## config.mk

```make
export PLATFORM = sky130hd
export DESIGN_NAME = bbc_ctrl
export DESIGN_NICKNAME = d
export VERILOG_FILES = /design/src/hdl/bbc_pkg.sv /design/src/hdl/bbc_ctrl.sv
export VERILOG_INCLUDE_DIRS = /design/src /design/src/hdl
export SDC_FILE = /design/constraint.sdc
export NUM_CORES = 1
export LEC_CHECK = 0
export CAP_MARGIN = 15
export CORE_AREA = 2 2 39 41
export CTS_CLUSTER_DIAMETER = 60
export DETAILED_ROUTE_END_ITERATION = 10
export DIE_AREA = 0 0 41 43
export DONT_BUFFER_PORTS = 1
export HOLD_SLACK_MARGIN = 0.15
export PLACE_DENSITY_LB_ADDON = 0.15
export SLEW_MARGIN = 20
export SYNTH_ARGS = -nofsm -noshare
export SYNTH_HDL_FRONTEND = slang
export SYNTH_SLANG_ARGS = --single-unit
```

## constraint.sdc

```tcl
create_clock -name clk -period 1.8 [get_ports clk]
set_clock_uncertainty 0.2 [all_clocks]
set_input_delay 0.27 -clock clk [delete_from_list [all_inputs] [get_ports clk]]
set_output_delay 0.27 -clock clk [all_outputs]
set_load 0.005 [all_outputs]
```

## src/hdl/box_blur_3x3_clipped_core_defines.svh

```systemverilog
// ----------------------------------------------------------------------------
// Box blur 3x3 assertion macros
// Concurrent assertion shorthands clocked on clk and disabled during arst_n.
// ----------------------------------------------------------------------------
`ifndef BOX_BLUR_3X3_CLIPPED_CORE_DEFINES_SVH
`define BOX_BLUR_3X3_CLIPPED_CORE_DEFINES_SVH

`ifndef SYNTHESIS
// Property must hold at every clock edge outside reset
`define BBC_ASSERT(lbl, prop, msg) \
	lbl: assert property (@(posedge clk) disable iff (!arst_n) prop) else $error(msg);
// Expression must never be true outside reset
`define BBC_NEVER(lbl, expr, msg) \
	lbl: assert property (@(posedge clk) disable iff (!arst_n) !(expr)) else $error(msg);
`else
`define BBC_ASSERT(lbl, prop, msg)
`define BBC_NEVER(lbl, expr, msg)
`endif

`endif

```

## src/hdl/bbc_pkg.sv

```systemverilog
// ----------------------------------------------------------------------------
// Box blur 3x3 package
// Widths, register codes, controller states, command/status bundles and the
// reciprocal table used for the clipped-window mean.
// ----------------------------------------------------------------------------
`default_nettype none

package bbc_pkg;

	// Pixel and image geometry
	localparam int PIX_W  = 8;
	localparam int MAX_W  = 1024;
	localparam int MAX_H  = 1024;
	localparam int DIM_W  = 11;
	localparam int COL_W  = $clog2(MAX_W);
	localparam int ROW_W  = $clog2(MAX_H);

	// Window sum and reciprocal divide
	localparam int SUM_W  = PIX_W + 4;
	localparam int CNT_W  = 4;
	localparam int RCP_SH = 16;
	localparam int RCP_W  = RCP_SH + 1;
	localparam int PROD_W = SUM_W + RCP_W;

	// Configuration register indexes
	localparam int CFG_IDX_W = 1;
	localparam logic [CFG_IDX_W-1:0] REG_WIDTH  = 1'd0;
	localparam logic [CFG_IDX_W-1:0] REG_HEIGHT = 1'd1;

	localparam logic [DIM_W-1:0] MAX_W_DIM = DIM_W'(MAX_W);
	localparam logic [DIM_W-1:0] MAX_H_DIM = DIM_W'(MAX_H);

	typedef enum logic [2:0] {
		ST_IDLE,
		ST_SHIFT,
		ST_SUM,
		ST_MULT,
		ST_OUT
	} state_t;

	// Controller to datapath
	typedef struct packed {
		logic accept;
		logic cfg_wr;
		logic shift;
		logic sum;
		logic mult;
		logic load;
	} cmd_t;

	// Datapath to controller
	typedef struct packed {
		logic emit;
		logic out_free;
	} sts_t;

	// Which window borders lie inside the image
	typedef struct packed {
		logic top;
		logic bot;
		logic left;
		logic right;
	} border_t;

	// Saturate a register value into 1..maxv
	function automatic logic [DIM_W-1:0] clamp_dim(input logic [DIM_W-1:0] v,
		input logic [DIM_W-1:0] maxv);
		logic [DIM_W-1:0] r;
		if (v == '0) begin
			r = DIM_W'(1);
		end else if (v > maxv) begin
			r = maxv;
		end else begin
			r = v;
		end
		return r;
	endfunction

	// ceil(2^RCP_SH / n), exact for every sum up to 255*n
	function automatic logic [RCP_W-1:0] recip(input logic [CNT_W-1:0] n);
		logic [RCP_W-1:0] r;
		case (n)
			CNT_W'(1): r = RCP_W'(65536);
			CNT_W'(2): r = RCP_W'(32768);
			CNT_W'(3): r = RCP_W'(21846);
			CNT_W'(4): r = RCP_W'(16384);
			CNT_W'(6): r = RCP_W'(10923);
			CNT_W'(9): r = RCP_W'(7282);
			default:   r = RCP_W'(65536);
		endcase
		return r;
	endfunction

endpackage

`default_nettype wire

```

## src/hdl/bbc_ctrl.sv

```systemverilog
// ----------------------------------------------------------------------------
// Box blur 3x3 controller
// Sequences one item at a time: accept, shift window and write line stores, and,
// for a result, sum the clipped window, divide, then load the output register.
// ----------------------------------------------------------------------------
`default_nettype none
`include "box_blur_3x3_clipped_core_defines.svh"

module bbc_ctrl import bbc_pkg::*; (
	input  wire logic clk,
	input  wire logic arst_n,
	input  wire logic in_valid,
	input  wire logic cfg_valid,
	input  wire sts_t sts,
	output cmd_t      cmd,
	output logic      in_ready,
	output logic      cfg_ready
);

	state_t state_q;
	state_t state_nx;

	// Hold state
	always_ff @(posedge clk or negedge arst_n) begin
		if (!arst_n) begin
			state_q <= ST_IDLE;
		end else begin
			state_q <= state_nx;
		end
	end

	// Next state
	always_comb begin
		state_nx = state_q;
		case (state_q)
			ST_IDLE: begin
				if (in_valid && !cfg_valid) begin
					state_nx = ST_SHIFT;
				end
			end
			ST_SHIFT: begin
				state_nx = sts.emit ? ST_SUM : ST_IDLE;
			end
			ST_SUM: begin
				state_nx = ST_MULT;
			end
			ST_MULT: begin
				state_nx = ST_OUT;
			end
			ST_OUT: begin
				if (sts.out_free) begin
					state_nx = ST_IDLE;
				end
			end
			default: begin
				state_nx = ST_IDLE;
			end
		endcase
	end

	// Outputs: config has priority over a pixel beat in idle
	always_comb begin
		cfg_ready  = (state_q == ST_IDLE);
		in_ready   = (state_q == ST_IDLE) && !cfg_valid;
		cmd        = '0;
		cmd.cfg_wr = cfg_valid && cfg_ready;
		cmd.accept = in_valid && in_ready;
		cmd.shift  = (state_q == ST_SHIFT);
		cmd.sum    = (state_q == ST_SUM);
		cmd.mult   = (state_q == ST_MULT);
		cmd.load   = (state_q == ST_OUT) && sts.out_free;
	end

	`BBC_ASSERT(a_load_free, cmd.load |-> sts.out_free, "result loaded into busy output")
	`BBC_NEVER(a_cfg_vs_pix, cmd.accept && cmd.cfg_wr, "config write during pixel beat")
	`BBC_ASSERT(a_sum_after_shift, (state_q == ST_SUM) |-> ($past(state_q) == ST_SHIFT),
		"sum state not entered from shift")

endmodule

`default_nettype wire

```

# [Yosys cells after proc, flatten, opt, wreduce, memory -nomap -nowiden]
# Cells that the tools add are included.
[totals] regBits=3
[op_classes] n_eq_ne=6 muxes=4 reduce_logical=8
[ops] op="$pmux 3 s5" n=1
[ops] op="$eq 3x2->1 const B" n=2
[ops] op="$mux 3" n=2
[ops] op="$logic_and 1x1->1" n=5
[ops] op="$eq 3x1->1 const B" n=1
[ops] op="$eq 3x3->1 const B" n=1
[ops] op="$logic_not 3->1" n=1
[ops] op="$mux 2" n=1
[ops] op="$ne 2x1->1 const B" n=1
[ops] op="$ne 2x2->1 const B" n=1
[ops] op="$reduce_and 2->1" n=1
[ops] op="$logic_not 1->1" n=1

# [Depth between registers and ports, before layout]
[logic_depth] depth_word=4 mapped_depth=3 ltp_nobuf=2

# [Worst setup path after synthesis]
# Ideal clock, no wire load.
[synth_path] kind="register -> output" start="reg state_q[1]" end="out cmd[4] (netlist name)" arrival_ns=0.850 required_ns=1.330 path_slack_ns=0.480 path_stages_with_launch=4 path_cell_list="dfrtp_1 buf_8 nor3_2 and2_1"
[synth_lines] item="start, declared" line="bbc_ctrl.sv:20" source="state_t state_q;"
[synth_lines] item="start signal, assigned" line="bbc_ctrl.sv:28" source="state_q <= state_nx;"
[synth_lines] item="end, declared" line="bbc_ctrl.sv:15" source="output cmd_t cmd,"

# [Worst setup path after layout]
[layout_path] start="in in_valid" end="reg state_q[0]"
[layout_via] elab_chain_cells=3
[layout_rtl] item="start, declared" line="bbc_ctrl.sv:12" source="input wire logic in_valid,"
[layout_rtl] item="$logic_and 1x1->1" line="bbc_ctrl.sv:37" source="if (in_valid && !cfg_valid) begin"
[layout_rtl] item="$ne 2x1->1 (no line)"
[layout_rtl] item="$reduce_and 2->1 (no line)"
# No other way between the ends.
# A chain may end at the register's enable or synchronous reset.

==> implementation parameters <==
Parameter                              Value

Synthesis
  Seq/Total Area, Yosys    33.15%
  #FFs+latches synth    3
  Yosys warning total    0
  Number of nets in the synthesized netlist    28
  Synthesized cell area    226.5 um2
  Post-Synthesis Cells    22
  Post-Syn Area per Cell    10.29 um2
  Unique masters post-synth    19

STA
  Peak clock frequency supported by timing    571.7 MHz
  Worst slew margin relative to its limit    76.76%
  Slew at the pin closest to its max-slew limit    0.3455 ns
  Final slew viol count    0
  Period utilization    97.18%
  Number of endpoints with negative hold slack in the final report    0
  Final critical delay including setup and external delays    1.749 ns
  Setup_tns    0 ns
  Setup violations, final    0
  RSZ-0062 raised after global routing    false
  Crit path setup slack, layout    0.05073 ns

Die
  Area inside the core boundary    1384 um2
  Number of placement rows    14
  Die Span X    41 um
  Count of pins on the block boundary    14
  Vertical extent of the die    43 um
  Floorplan die area    1763 um2
  Starting density of the core    16.37%

Placed design
  Number of cells after detailed placement    35
  Setup Slack @ Placement    0.4106 ns
  Placer's final routability congestion estimate    0.5879
  Placed Area    215.2 um2
  Count of input and output buffers    0

Clocking
  Hold_buf cts    6
  CTS H-tree lvls    1
  Worst-Skew Late Latency    0.23 ns
  Quantity of gates resized following cts    0
  Post-CTS setup-driven buffer insertion count    0
  Buffer type at the clock tree root    sky130_fd_sc_hd__clkbuf_4
  Clock tree sinks    3
  Clock-pin slew on the worst setup and hold paths    0.04 ns
  CTS tree    done
  Clk buf depth    2
  CTS buffer count    3

Worst setup path
  Sum of buffers and inverters on the critical path    2
  Startpoint of the worst setup timing path    in_valid
  Endpoint required time on the critical path    1.73 ns
  Cell type with the highest occurrence count on the critical path    sky130_fd_sc_hd__dlygate4sd3_1
  Critical Path Fanout Max    2
  Data arrival time of the critical path    1.67 ns
  Worst-path cell chain    dlygate4sd3_1 -> nand2b_1 -> dlygate4sd3_1 -> a211oi_1
  Crit path launch type    input pin
  Worst setup EP type    register
  Setup CP Type    input pin to register
  Slowest library cell on the worst path    sky130_fd_sc_hd__dlygate4sd3_1
  Launch point of the worst reg-to-reg path    state_q[2]
  Top delay family on crit path    buffers and inverters
  Largest stage delay, worst path    0.56 ns

GRT
  Total gr overflow    0
  Wire length of the first global-routing pass    821 um
  Via count of the first global-routing pass    201
  GR Util All Layers    7.452%
  Antenna violations before repair    0
  Maximum number of pins on one net before global-route repair    11

Power
  Static leakage    0.1195 nW
  Cell area power density    1412 nW/um2
  Post-route total power    0.4256 mW
  Peak VDD IR    350.1 uV

Layout
  Final Non-Filler Cells    45
  Fin area    301.5 um2
  Flip-flop count of the largest register after layout    3
  Synthesis-to-layout area growth    33.15%
  Leading registers by flop count    state_q x3
  Number of inserted filler cells in the final layout    154
  Post-layout nets    36
  Fraction of layout instances using a drive strength above 1    24.14%
  Largest reg by FF count    state_q
  Antenna Cells    0

Drt
  Via-to-Cell Ratio    4.267
  Routed wire length    498 um
  Number of detailed-route iterations in the first pass    2
  Drt first-iter violations    4
  Routed vias    192
  Post-route ant nets    0
  Routed len/inst    11.07 um
  Post-route DRC violation count    0

Job
  Max Cap Violations    0

Run status
  Outcome    finished clean

Min path
  Hold/Removal Path Class    input pin to output port
  Hold path startpoint    cfg_valid
## stage by stage
| step | hold WS (ns) | util [%] |
|---|---|---|
| final | 0.3755 | 21.79 |
| after global routing | 0.3817 | 21.79 |
| after CTS | 0.3755 | 21.79 |
| after detailed placement | -0.2255 | 15.55 |
| after global placement | -0.2255 | 15.55 |
| after floorplan | -0.2256 | - |
## layer usage
| layer | wire, um | GRT usage, % | vias to the layer above | part of all wire [%] |
|---|---|---|---|---|
| met3 | 18 | 1.571 | 0 | 3.6 |
| met5 | 0 | 0 | - | 0 |
| met4 | 0 | 10.00 | 0 | 0 |
| met1 | 182 | 8.117 | 95 | 37 |
| li1 | - | - | 91 | - |
| met2 | 297 | 9.688 | 6 | 60 |
## cells in the mapped netlist
master	n	area, um2
sky130_fd_sc_hd__nor3_2	1	10.01
sky130_fd_sc_hd__nor4_1	2	12.51
sky130_fd_sc_hd__buf_6	1	11.26
sky130_fd_sc_hd__nor4b_2	1	15.01
sky130_fd_sc_hd__a211oi_1	1	7.510
sky130_fd_sc_hd__and2_1	1	6.260
sky130_fd_sc_hd__nand2_1	1	3.750
sky130_fd_sc_hd__a31o_2	1	8.760
sky130_fd_sc_hd__nor3b_2	1	12.51
sky130_fd_sc_hd__buf_8	1	15.01
sky130_fd_sc_hd__nor2b_1	1	6.260
sky130_fd_sc_hd__nor3b_1	1	7.510
sky130_fd_sc_hd__or2_1	1	6.260
sky130_fd_sc_hd__and3b_1	1	8.760
sky130_fd_sc_hd__nand2b_1	1	6.260
sky130_fd_sc_hd__nor3_1	1	5.000
sky130_fd_sc_hd__dfrtp_1	3	75.07
sky130_fd_sc_hd__inv_1	1	3.750
sky130_fd_sc_hd__buf_2	1	5.000
## power by group
group / internal (mW) / switching (mW)
clock network: 0.0829 / 0.0326
logic: 0.0768 / 0.0602
registers: 0.0948 / 0.0784
total: 0.254 / 0.171
## logic make-up (layout without fill, tap and decap cells)
family	after synthesis	in the layout	share of synthesized area [%]
AO/OA/AOI/OAI	2	2	7.184
buffers and inverters	4	11	15.46
flip-flops	3	3	33.15
AND/OR/NAND/NOR	13	13	44.20
## cell type report
cell class / instances / area [um2] / area share (%)
multi-input combinational: 15 / 116.4 / 38.59
clock buffer: 4 / 26.28 / 8.714
sequential: 3 / 75.07 / 24.90
tap: 16 / 20.02 / 6.639
inverter: 1 / 3.754 / 1.245
timing repair buffer: 6 / 60.06 / 19.92
## placed cells by master, fill, tap and decap left out
cell / netlist / routed
sky130_fd_sc_hd__dlygate4sd3_1: 0 / 6
sky130_fd_sc_hd__clkbuf_4: 0 / 3
sky130_fd_sc_hd__dfrtp_1: 3 / 3
sky130_fd_sc_hd__nor4_1: 2 / 2
sky130_fd_sc_hd__nor3b_1: 1 / 1
sky130_fd_sc_hd__nor3_2: 1 / 1
sky130_fd_sc_hd__and3b_1: 1 / 1
sky130_fd_sc_hd__nor3b_2: 1 / 1
sky130_fd_sc_hd__nand2b_1: 1 / 1
sky130_fd_sc_hd__nand2_1: 1 / 1
sky130_fd_sc_hd__nor3_1: 1 / 1
sky130_fd_sc_hd__and2_1: 1 / 1
sky130_fd_sc_hd__nor4b_2: 1 / 1
sky130_fd_sc_hd__or2_1: 1 / 1
sky130_fd_sc_hd__inv_1: 1 / 1
sky130_fd_sc_hd__nor2b_1: 1 / 1
sky130_fd_sc_hd__a31o_2: 1 / 1
sky130_fd_sc_hd__a211oi_1: 1 / 1
sky130_fd_sc_hd__clkbuf_1: 0 / 1
## final timing paths
kind,end,slack (ns),cells past startpoint
worst max-delay path,state_q[0],0.05,4
worst min-delay path,in_ready,0.38,1
worst max register to register,state_q[2],0.48,2
worst min register to register,state_q[0],0.48,1
max in group asynchronous,state_q[1],0.62,2
min in group asynchronous,state_q[0],0.63,2
(Power assumes the default switching activity.)
